### src/hw/rtl/hfm_pkg.sv
// shared types and constants for the heartbeat frame monitor
package hfm_pkg;

  localparam int FRAME_LEN    = 17;
  localparam int POS_W        = 5;
  localparam int SLOT_N       = 16;
  localparam int IN_TDATA_W   = 8;
  localparam int OUT_FIELDS_W = 37;
  localparam int OUT_TDATA_W  = 40;
  localparam int APB_ADDR_W   = 3;
  localparam int APB_DATA_W   = 32;

  typedef enum logic [2:0] {
    ST_OK      = 3'd0,
    ST_HEADER  = 3'd1,
    ST_COMMAND = 3'd2,
    ST_HDR_SUM = 3'd3,
    ST_TOT_SUM = 3'd4
  } frame_status_t;

  typedef enum logic {
    REQ_BYTE = 1'b0,
    REQ_TICK = 1'b1
  } req_type_t;

  typedef enum logic {
    REP_FRAME = 1'b0,
    REP_TICK  = 1'b1
  } report_kind_t;

  typedef enum logic {
    REG_ENABLE_MASK = 1'b0,
    REG_UNUSED      = 1'b1
  } reg_index_t;

  typedef struct packed {
    frame_status_t       status;
    logic [SLOT_N-1:0]   slots;
  } frame_res_t;

  typedef struct packed {
    logic [SLOT_N-1:0] alive_now;
    logic [SLOT_N-1:0] lost;
    logic              alarm;
    logic              skipped;
  } tick_res_t;

endpackage

### src/hw/rtl/hfm_frame_chk.sv
// frame byte checker: header, command and checksum checks with zero padding
module hfm_frame_chk (
  input  logic               clk,
  input  logic               rst,
  input  logic               step,
  input  logic [7:0]         data_byte,
  input  logic               last_byte,
  output hfm_pkg::frame_res_t res
);
  import hfm_pkg::*;

  localparam logic [POS_W-1:0] POS_HDR0  = POS_W'(0);
  localparam logic [POS_W-1:0] POS_HDR1  = POS_W'(1);
  localparam logic [POS_W-1:0] POS_HDR2  = POS_W'(2);
  localparam logic [POS_W-1:0] POS_CMD0  = POS_W'(7);
  localparam logic [POS_W-1:0] POS_CMD1  = POS_W'(8);
  localparam logic [POS_W-1:0] POS_HSUM  = POS_W'(11);
  localparam logic [POS_W-1:0] POS_HIGH  = POS_W'(12);
  localparam logic [POS_W-1:0] POS_LOW   = POS_W'(13);
  localparam logic [POS_W-1:0] POS_TSUM  = POS_W'(16);
  localparam logic [POS_W-1:0] POS_END   = POS_W'(FRAME_LEN);
  localparam logic [7:0]       SYNC_BYTE = 8'hEF;
  localparam logic [7:0]       CMD_BYTE0 = 8'hFF;
  localparam logic [7:0]       CMD_BYTE1 = 8'h16;

  logic [POS_W-1:0] pos, pos_next;
  logic [7:0]       sum, sum_next;
  frame_status_t    err, err_next;
  logic [7:0]       low_bits, low_bits_next;
  logic [7:0]       high_bits, high_bits_next;
  frame_status_t    byte_err;
  frame_status_t    pad_err;
  frame_status_t    final_err;

  always_comb begin
    byte_err = ST_OK;
    case (pos)
      POS_HDR0, POS_HDR1: if (data_byte != SYNC_BYTE) byte_err = ST_HEADER;
      POS_HDR2:           if (data_byte != 8'h00) byte_err = ST_HEADER;
      POS_CMD0:           if (data_byte != CMD_BYTE0) byte_err = ST_COMMAND;
      POS_CMD1:           if (data_byte != CMD_BYTE1) byte_err = ST_COMMAND;
      POS_HSUM:           if (data_byte != sum) byte_err = ST_HDR_SUM;
      POS_TSUM:           if (data_byte != sum) byte_err = ST_TOT_SUM;
      default:            byte_err = ST_OK;
    endcase
  end

  always_comb begin
    pos_next       = pos;
    sum_next       = sum;
    err_next       = err;
    low_bits_next  = low_bits;
    high_bits_next = high_bits;
    if (pos < POS_END) begin
      pos_next = pos + POS_W'(1);
      if (err == ST_OK) err_next = byte_err;
      if (pos < POS_TSUM) sum_next = sum + data_byte;
      if (pos == POS_HIGH) high_bits_next = data_byte;
      if (pos == POS_LOW) low_bits_next = data_byte;
    end
  end

  // missing bytes read as zero; the sum no longer moves while padding
  always_comb begin
    if (pos_next <= POS_HDR1) begin
      pad_err = ST_HEADER;
    end else if (pos_next <= POS_CMD1) begin
      pad_err = ST_COMMAND;
    end else if (pos_next <= POS_TSUM && sum_next != 8'h00) begin
      pad_err = (pos_next <= POS_HSUM) ? ST_HDR_SUM : ST_TOT_SUM;
    end else begin
      pad_err = ST_OK;
    end
    final_err  = (err_next != ST_OK) ? err_next : pad_err;
    res.status = final_err;
    res.slots  = (final_err == ST_OK) ? {high_bits_next, low_bits_next} : '0;
  end

  always_ff @(posedge clk) begin
    if (rst) begin
      pos       <= '0;
      sum       <= '0;
      err       <= ST_OK;
      low_bits  <= '0;
      high_bits <= '0;
    end else if (step) begin
      if (last_byte) begin
        pos       <= '0;
        sum       <= '0;
        err       <= ST_OK;
        low_bits  <= '0;
        high_bits <= '0;
      end else begin
        pos       <= pos_next;
        sum       <= sum_next;
        err       <= err_next;
        low_bits  <= low_bits_next;
        high_bits <= high_bits_next;
      end
    end
  end

endmodule

### src/hw/rtl/hfm_slot_track.sv
// per-slot alive tracking and tick evaluation
module hfm_slot_track (
  input  logic                        clk,
  input  logic                        rst,
  input  logic                        frame_end,
  input  logic [hfm_pkg::SLOT_N-1:0]  slot_bits,
  input  logic                        tick,
  input  logic [hfm_pkg::SLOT_N-1:0]  enable_mask,
  output hfm_pkg::tick_res_t          res
);
  import hfm_pkg::*;

  logic [SLOT_N-1:0] seen_alive;
  logic [SLOT_N-1:0] last_ok;
  logic              skip_next_tick;
  logic              first_tick;
  logic [SLOT_N-1:0] now_mask;
  logic [SLOT_N-1:0] lost_mask;
  logic              changed;

  always_comb begin
    now_mask    = enable_mask & seen_alive & ~last_ok;
    lost_mask   = enable_mask & last_ok & ~seen_alive;
    changed     = |(now_mask | lost_mask);
    res.skipped = skip_next_tick;
    res.alive_now = skip_next_tick ? '0 : now_mask;
    res.lost      = skip_next_tick ? '0 : lost_mask;
    res.alarm     = !skip_next_tick && changed && !first_tick;
  end

  always_ff @(posedge clk) begin
    if (rst) begin
      seen_alive     <= '0;
      last_ok        <= '0;
      skip_next_tick <= 1'b1;
      first_tick     <= 1'b1;
    end else if (tick) begin
      if (skip_next_tick) begin
        skip_next_tick <= 1'b0;
      end else begin
        last_ok        <= (last_ok | now_mask) & ~lost_mask;
        skip_next_tick <= changed;
        seen_alive     <= '0;
        first_tick     <= 1'b0;
      end
    end else if (frame_end) begin
      seen_alive <= seen_alive | slot_bits;
    end
  end

endmodule

### src/hw/rtl/heartbeat_frame_monitor_unit.sv
// heartbeat frame monitor top level: stream ports, register port, result register
// throughput: one input beat per cycle unless m_tready holds back the result beat;
// each beat goes through the input register, one pass of check logic and
// the result register
// frame bytes without the end mark give no result beat
// reset (rst, synchronous): clears frame state, alive tracking and enable_mask;
// the first tick after reset is reported as skipped
module heartbeat_frame_monitor_unit (
  input  logic                             clk,
  input  logic                             rst,
  input  logic                             s_tvalid,
  output logic                             s_tready,
  input  logic [hfm_pkg::IN_TDATA_W-1:0]   s_tdata,  // [7:0] data_byte
  input  logic                             s_tuser,  // [0] req_type
  input  logic                             s_tlast,  // last_byte
  output logic                             m_tvalid,
  input  logic                             m_tready,
  // [2:0] frame_status, [18:3] alive_now_mask, [34:19] lost_mask,
  // [35] raise_alarm, [36] tick_skipped, [39:37] zero
  output logic [hfm_pkg::OUT_TDATA_W-1:0]  m_tdata,
  output logic                             m_tuser,  // [0] report_kind
  input  logic                             psel,
  input  logic                             penable,
  input  logic                             pwrite,
  input  logic [hfm_pkg::APB_ADDR_W-1:0]   paddr,
  input  logic [hfm_pkg::APB_DATA_W-1:0]   pwdata,
  output logic [hfm_pkg::APB_DATA_W-1:0]   prdata,
  output logic                             pready
);
  import hfm_pkg::*;

  logic              in_valid;
  req_type_t         in_type;
  logic [7:0]        in_data;
  logic              in_last;
  logic              advance;
  logic              byte_step;
  logic              tick_step;
  logic              produce;
  logic [SLOT_N-1:0] enable_mask;
  reg_index_t        reg_sel;
  frame_res_t        frame_res;
  tick_res_t         tick_res;
  logic [OUT_FIELDS_W-1:0] out_fields;

  assign pready  = 1'b1;
  assign reg_sel = reg_index_t'(paddr[APB_ADDR_W-1]);
  assign prdata  = (reg_sel == REG_ENABLE_MASK) ?
                   {{(APB_DATA_W-SLOT_N){1'b0}}, enable_mask} : '0;

  always_ff @(posedge clk) begin
    if (rst) begin
      enable_mask <= '0;
    end else if (psel && penable && pwrite && pready && reg_sel == REG_ENABLE_MASK) begin
      enable_mask <= pwdata[SLOT_N-1:0];
    end
  end

  assign advance   = in_valid && (!m_tvalid || m_tready);
  assign s_tready  = !in_valid || advance;
  assign byte_step = advance && in_type == REQ_BYTE;
  assign tick_step = advance && in_type == REQ_TICK;
  assign produce   = tick_step || (byte_step && in_last);

  always_ff @(posedge clk) begin
    if (rst) begin
      in_valid <= 1'b0;
    end else if (s_tready) begin
      in_valid <= s_tvalid;
    end
  end

  always_ff @(posedge clk) begin
    if (s_tvalid && s_tready) begin
      in_type <= req_type_t'(s_tuser);
      in_data <= s_tdata[7:0];
      in_last <= s_tlast;
    end
  end

  hfm_frame_chk u_frame_chk (
    .clk       (clk),
    .rst       (rst),
    .step      (byte_step),
    .data_byte (in_data),
    .last_byte (in_last),
    .res       (frame_res)
  );

  hfm_slot_track u_slot_track (
    .clk         (clk),
    .rst         (rst),
    .frame_end   (byte_step && in_last),
    .slot_bits   (frame_res.slots),
    .tick        (tick_step),
    .enable_mask (enable_mask),
    .res         (tick_res)
  );

  always_comb begin
    if (in_type == REQ_TICK) begin
      out_fields = {tick_res.skipped, tick_res.alarm, tick_res.lost,
                    tick_res.alive_now, ST_OK};
    end else begin
      out_fields = {1'b0, 1'b0, {SLOT_N{1'b0}}, {SLOT_N{1'b0}}, frame_res.status};
    end
  end

  always_ff @(posedge clk) begin
    if (rst) begin
      m_tvalid <= 1'b0;
    end else if (produce) begin
      m_tvalid <= 1'b1;
    end else if (m_tready) begin
      m_tvalid <= 1'b0;
    end
  end

  always_ff @(posedge clk) begin
    if (produce) begin
      m_tdata <= {{(OUT_TDATA_W-OUT_FIELDS_W){1'b0}}, out_fields};
      m_tuser <= (in_type == REQ_TICK) ? REP_TICK : REP_FRAME;
    end
  end

endmodule

### config.mk
export PLATFORM = sky130hd
export DESIGN_NAME = heartbeat_frame_monitor_unit
export DESIGN_NICKNAME = d
export VERILOG_FILES = /design/src/hw/rtl/hfm_pkg.sv /design/src/hw/rtl/hfm_frame_chk.sv /design/src/hw/rtl/hfm_slot_track.sv /design/src/hw/rtl/heartbeat_frame_monitor_unit.sv
export SDC_FILE = /design/constraint.sdc
export NUM_CORES = 1
export LEC_CHECK = 0
export BUFFER_PORTS_ARGS = -buffer_cell sky130_fd_sc_hd__buf_2
export CAP_MARGIN = 10
export CORE_ASPECT_RATIO = 1.4
export CORE_MARGIN = 4
export CORE_UTILIZATION = 40
export CTS_BUF_LIST = sky130_fd_sc_hd__clkbuf_8
export CTS_CLUSTER_DIAMETER = 150
export DETAILED_ROUTE_END_ITERATION = 10
export PLACE_DENSITY_LB_ADDON = 0.12
export SYNTH_ARGS = -nofsm -noshare
export SYNTH_HDL_FRONTEND = slang
export SYNTH_SLANG_ARGS = --single-unit
### constraint.sdc
create_clock -name clk -period 3.7 [get_ports clk]
set_input_delay 0.555 -clock clk [delete_from_list [all_inputs] [get_ports clk]]
set_output_delay 0.555 -clock clk [all_outputs]
set_load 0.02 [all_outputs]
## Word-level counts from Yosys, hierarchy flattened

Index checks and enable logic that the tools add are counted.
Widths: inputs -> output; s select.

- Flip-flop bits (word level): 132
- Input bits: 52
- Logic and storage cells: 120

- Add/subtract/negate cells: 2
- Magnitude comparators: 6
- Eq/ne operators: 13
- Mux-type cells: 35
- Bitwise operators: 14
- Reduce and logical (&&, ||, !) cells: 31

Operator list:

| operator | count |
|---|---|
| $and 16x16->16 | 5 |
| $mux 16 | 5 |
| $mux 8 | 9 |
| $not 16->16 | 3 |
| $or 16x16->16 | 3 |
| $mux 3 | 9 |
| $eq 5x4->1 const B | 4 |
| $pmux 3 s6 | 1 |
| $ne 8x8->1 const B | 2 |
| $reduce_bool 8->1 | 2 |
| $reduce_or 16->1 | 1 |
| $logic_and 1x1->1 | 11 |
| $le 5x4->1 const B | 2 |
| $lt 5x5->1 const B | 2 |
| $mux 5 | 2 |
| $add 8x8->8 | 1 |
| $ne 8x5->1 const B | 1 |
| $ne 8x8->1 | 1 |
| $logic_not 3->1 | 2 |
| $mux 1 | 6 |
| $mux 2 | 3 |
| $add 5x1->5 const B | 1 |
| $eq 5x1->1 const B | 1 |
| $eq 5x2->1 const B | 1 |
| 13 further kinds | 23 |

## Longest topological paths before layout

- Depth in word-level cells: 14
- Mapped depth: 11

## By module

A second synthesis with hierarchy kept.

- Cell total of the unflattened synthesis: 737
- Area, all modules: 7283.2 sq um

By module, submodules not included:

| module | times used | cells each | area an instance (sq um) | sequential area each (sq um) |
|---|---|---|---|---|
| heartbeat_frame_monitor_unit | 1 | 212 | 2815.2 | 1801.7 |
| hfm_frame_chk | 1 | 306 | 2638.8 | 640.6 |
| hfm_slot_track | 1 | 219 | 1829.3 | 680.7 |

## Worst setup path before layout

Ideal clock, no wire load.

- Kind: reg-to-reg
- From: reg in_data[0]
- To: reg u_slot_track.seen_alive[10]
- Arrival time: 2.895 ns
- Required time: 3.615 ns
- Setup slack: 0.720 ns
- Stages on the path, launching flop included: 11
- Path buffers: 1
- Clock period less this slack: 2.980 ns
- Path through: edfxtp_1 > ha_1 > fa_1 > xor2_1 > or4_1 > o31ai_2 > o2111ai_1 > o21ai_1 > nand4b_4 > buf_6 > o31ai_2

- Word-level cells in the longest chain between the ends: 14
- Elaborated cells on any way between the ends: 29
- Those cells by class: add/sub (1); eq/ne (4); mux (18); bitwise (1); reduce/logical (5)

Ends and longest elaborated chain:

| element | RTL line | text |
|---|---|---|
| from (decl) | heartbeat_frame_monitor_unit.sv:34 | `logic [7:0] in_data;` |
| from (signal assigned) | heartbeat_frame_monitor_unit.sv:76 | `in_data <= s_tdata[7:0];` |
| $add 8x8->8 | hfm_frame_chk.sv:57 | `if (pos < POS_TSUM) sum_next = sum + data_byte;` |
| $mux 8 | hfm_frame_chk.sv:57 |  |
| $mux 8 | hfm_frame_chk.sv:54 | `if (pos < POS_END) begin` |
| $reduce_bool 8->1 | hfm_frame_chk.sv:69 | `end else if (pos_next <= POS_TSUM && sum_next != 8'h00) begin` |
| $logic_and 1x1->1 | hfm_frame_chk.sv:69 |  |
| $mux 3 | hfm_frame_chk.sv:69 |  |
| $mux 3 | hfm_frame_chk.sv:67 | `end else if (pos_next <= POS_CMD1) begin` |
| $mux 3 | hfm_frame_chk.sv:65 | `if (pos_next <= POS_HDR1) begin` |
| $mux 3 * | hfm_frame_chk.sv:74 | `final_err = (err_next != ST_OK) ? err_next : pad_err;` |
| $logic_not 3->1 * | hfm_frame_chk.sv:76 | `res.slots = (final_err == ST_OK) ? {high_bits_next, low_bits_next} : '0;` |
| $mux 16 * | hfm_frame_chk.sv:76 |  |
| $or 16x16->16 * | hfm_slot_track.sv:47 | `seen_alive <= seen_alive \| slot_bits;` |
| $mux 16 * | hfm_slot_track.sv:46 | `end else if (frame_end) begin` |
| $mux 16 * | hfm_slot_track.sv:37 | `end else if (tick) begin` |
| to (signal assigned) | hfm_slot_track.sv:47 |  |
| to (decl) | hfm_slot_track.sv:13 | `logic [SLOT_N-1:0] seen_alive;` |

Every way passes the cells marked *; elsewhere a longest branch is shown, timed or not. The select of a mux whose other input is x is not followed.
A chain may end at the register's enable or synchronous reset.

## Worst setup path in the final report

- From: reg in_data[0]
- To: reg u_slot_track.seen_alive[1]

The elaborated chain is that of the path after synthesis.

==> impl_metrics.py <==
metrics = {
    "detailed_routing": {
        "drtPass1Iterations": 5,
        "vias": 5273,
        "wl_um": 15900,
        "drt_iter0_markers": 217,
        "drcViolationCount": 0,
        "vias_per_cell": 5.34,
        "wire_per_inst_um": 16.1,
        "ant_nets": 0,
    },
    "finish": {
        "drive_above_1_share_pct": 19.3,
        "nFillCells": 1618,
        "multi_input_area_um2": 3130,
        "num-nets-final": 840,
        "antenna_cells": 0,
        "seq_area_um2": 3120,
        "area_delta_synth_final_pct": 14.7,
    },
    "sta": {
        "fin_crit_ns": 3.44,
        "max_freq_mhz": 291,
        "hold_violations": 0,
        "maxSlewHeadroom_pct": 35.3,
        "post-route-period-util_pct": 93.0,
        "finalMaxSlewViolations": 0,
        "fin_ws_ns": 0.259,
        "clock-skew-final_ns": 0.0111,
        "rsz0062_at_grt": "false",
        "setup_viol": 0,
        "tightest_slew_ns": 0.968,
        "tns_ns": 0,
    },
    "die": {
        "fp.dieW_um": 116,
        "core_um2": 16100,
        "die_h_um": 159,
        "num_rows": 55,
        "die_area_um2": 18400,
        "start_util_pct": 40.5,
        "ios": 128,
    },
    "worst_setup_path": {
        "slowest_delay_ns": 0.49,
        "rrSetupSlack_ns": 0.26,
        "cp.required_ns": 4.04,
        "cp_num_buf_inv": 0,
        "ff2ff_path_depth": 9,
        "path_cells": "ha_1 -> fa_1 -> xor2_1 -> or4_1 -> o31ai_4 -> o2111ai_1 -> o21ai_1 -> nand4b_4 -> o31ai_1",
        "crit_fanout": 16,
        "end_kind": "register",
        "start_kind": "register",
        "cp.arrival_ns": 3.78,
        "r2r-start": "in_data[0]$_DFFE_PP_",
        "crit_type": "reg -> reg",
        "path_delay_family": "compound AO/OA/AOI/OAI gates",
        "critPathSlowestCell": "or4_1",
        "reg2reg_to": "u_slot_track.seen_alive[1]$_SDFFE_PP0P_",
    },
    "placed_design": {
        "numPortBuffers": 89,
        "gp_congestion": 0.845,
        "dpl.hpwl_um": 11600,
        "post-place-ws_ns": 0.211,
    },
    "power": {
        "p_per_area_nw_per_um2": 402,
        "ir_worst_vdd_v": 0.000204,
        "p_sw_uw": 736,
        "sequentialPowerShare_pct": 51.6,
        "p_leak_nw": 2.97,
        "p_int_mw": 2.27,
        "clkPwrFrac_pct": 41.5,
        "swShare_pct": 24.5,
        "power_frac_comb_pct": 6.9,
    },
    "clock_network": {
        "clock_path_buffers": 2,
        "cts-root-buf": "clkbuf_8",
        "clkLatencyLatePin_ns": 0.44,
        "clk_pin_slew_worst_paths_ns": 0.07,
        "clock_sinks": 132,
        "htreeDepth": 4,
        "cts-buffers-inserted": 17,
        "cts_tree": "done",
    },
    "synthesis": {
        "synth_edf_count": 48,
        "yosysTopAreaCell": "dfxtp_1",
        "synth_cells": 695,
        "yosysSeqAreaShare_pct": 47.9,
        "ys_async_sr_fraction_pct": 0,
        "netlist.area_leader.share_pct": 25.8,
        "yosys_register_bits": 132,
        "synth_ff_type": "dfxtp_1",
        "synth_cell_type_count": 71,
        "yosysWarnings": 0,
        "avgSynthCellArea_um2": 9.38,
        "synth.top_cells.by_area": "dfxtp_1 26%, edfxtp_1 22%, nand2_1 6.1%, a21oi_1 3.8%, nor2_1 3.6%",
        "syn_area_um2": 6520,
    },
    "flow_run": {
        "cap_violations": 0,
    },
    "global_routing": {
        "antenna_found_initial": 0,
        "grt_use_total_pct": 17.6,
        "grt_max_degree": 66,
        "first_global_vias": 5319,
        "overflow": 0,
        "grt_pass1_wl_um": 25900,
    },
    "hold_path": {
        "hold_path.startpoint": "s_tdata[6]",
        "holdPathStages": 1,
        "min_path_type": "in -> reg",
        "min_to": "in_data[6]$_DFFE_PP_",
    },
    "outcome": {
        "status": "completed",
    },
}
[cells in the mapped netlist (all sizes together) (4+ instances only)]
cell and number:
a21oi 50, a22oi 24, and2 7, and3 5, buf 31, clkbuf 25
dfxtp 84, edfxtp 48, ha 11, inv 9, mux2i 17, nand2 107
nand2b 5, nand3 27, nand3b 14, nand4 8, nor2 63, nor2b 20
nor3 11, nor3b 17, nor4 4, o21ai 17, o31ai 20, xor2 12
[logic make-up after synthesis]
kind of cell,synth area share [%]
adder cells (fa/ha/maj),2.42
buffers and inverters,5.28
AO/OA/AOI/OAI,16.0
AND/OR/NAND/NOR,23.6
flip-flops,47.9
XOR/XNOR,2.02
multiplexers,2.61
other,0.115
[power groups by stage]
stage / sequential [mW] / clock [mW] / combinational (mW)
detailed placement: 1.58 / 0 / 0.207
CTS: 1.55 / 1.28 / 0.209
floorplan: 1.58 / 0 / 0.152
finish: 1.55 / 1.25 / 0.208
global placement: 1.58 / 0 / 0.204
global route: 1.55 / 1.35 / 0.229
[per-layer routing]
layer  track usage [%]  vias to the layer above  part of all wire, %
met4              8.81                        0                  3.3
met5                 0                        -                    0
met3              4.03                       33                  4.4
met2              30.9                      121                   52
li1                  -                     2624                    -
met1              19.4                     2495                   40
[stage by stage]
step	hold slack [ns]	instance area, um^2	utilization, %	instances	total power, mW
floorplan	0.428	6590	-	713	1.73
global placement	0.436	7060	43.8	956	1.79
detailed placement	0.459	7060	43.8	956	1.79
CTS	0.256	7470	46.4	988	3.04
global route	0.260	7480	46.4	988	3.13
finish	0.287	7480	46.4	988	3.00
[cells in the final DEF, fill, tap and decap left out, drive strengths merged, types with 17 or more instances in the layout]
| cell | Yosys | final |
|---|---|---|
| nand2 | 107 | 107 |
| buf | 31 | 100 |
| dfxtp | 84 | 84 |
| nor2 | 63 | 63 |
| a21oi | 50 | 50 |
| edfxtp | 48 | 48 |
| nand3 | 27 | 27 |
| a22oi | 24 | 24 |
| nor2b | 20 | 20 |
| conb | 2 | 20 |
| o31ai | 20 | 20 |
| clkbuf | 25 | 18 |
| mux2i | 17 | 17 |
| nor3b | 17 | 17 |
| o21ai | 17 | 17 |
[layout make-up]
cell class	instances	area share, %
Sequential cell	132	41.8
Multi-Input combinational cell	516	41.9
Clock buffer	18	3.31
Tap cell	199	3.33
Clock inverter	14	2.19
Inverter	9	0.452
Timing Repair Buffer	100	7.06
[what timing repair did]
action | CTS | global route
endpoints found under the hold margin | 0 | 0
buffers inserted | 0 | 0
hold buffers | 0 | 0
setup endpoints to repair | 0 | 14
resized for setup | 0 | 1
[how the worst max path moves through the flow]
stage,from,end,depth (start not counted),slack [ns]
final,in_data[0]$_DFFE_PP_,u_slot_track.seen_alive[1]$_SDFFE_PP0P_,9,0.26
after global routing,in_data[0]$_DFFE_PP_,u_slot_track.seen_alive[1]$_SDFFE_PP0P_,9,0.03
after CTS,in_data[0]$_DFFE_PP_,u_slot_track.seen_alive[3]$_SDFFE_PP0P_,9,0.14
after detailed placement,in_data[0]$_DFFE_PP_,u_slot_track.seen_alive[3]$_SDFFE_PP0P_,9,0.21
after global placement,in_data[0]$_DFFE_PP_,u_slot_track.seen_alive[3]$_SDFFE_PP0P_,9,0.31
after floorplan,in_data[0]$_DFFE_PP_,u_slot_track.seen_alive[10]$_SDFFE_PP0P_,10,0.72
[worst register-to-register path, cell delays in order (launching register included)]
cell and delay (ns):
edfxtp_1 0.40, ha_1 0.25, fa_1 0.42, xor2_1 0.20, or4_1 0.49, o31ai_4 0.39, o2111ai_1 0.18, o21ai_1 0.31
nand4b_4 0.35, o31ai_1 0.36
No activity file was read; power rests on OpenSTA's default activity.
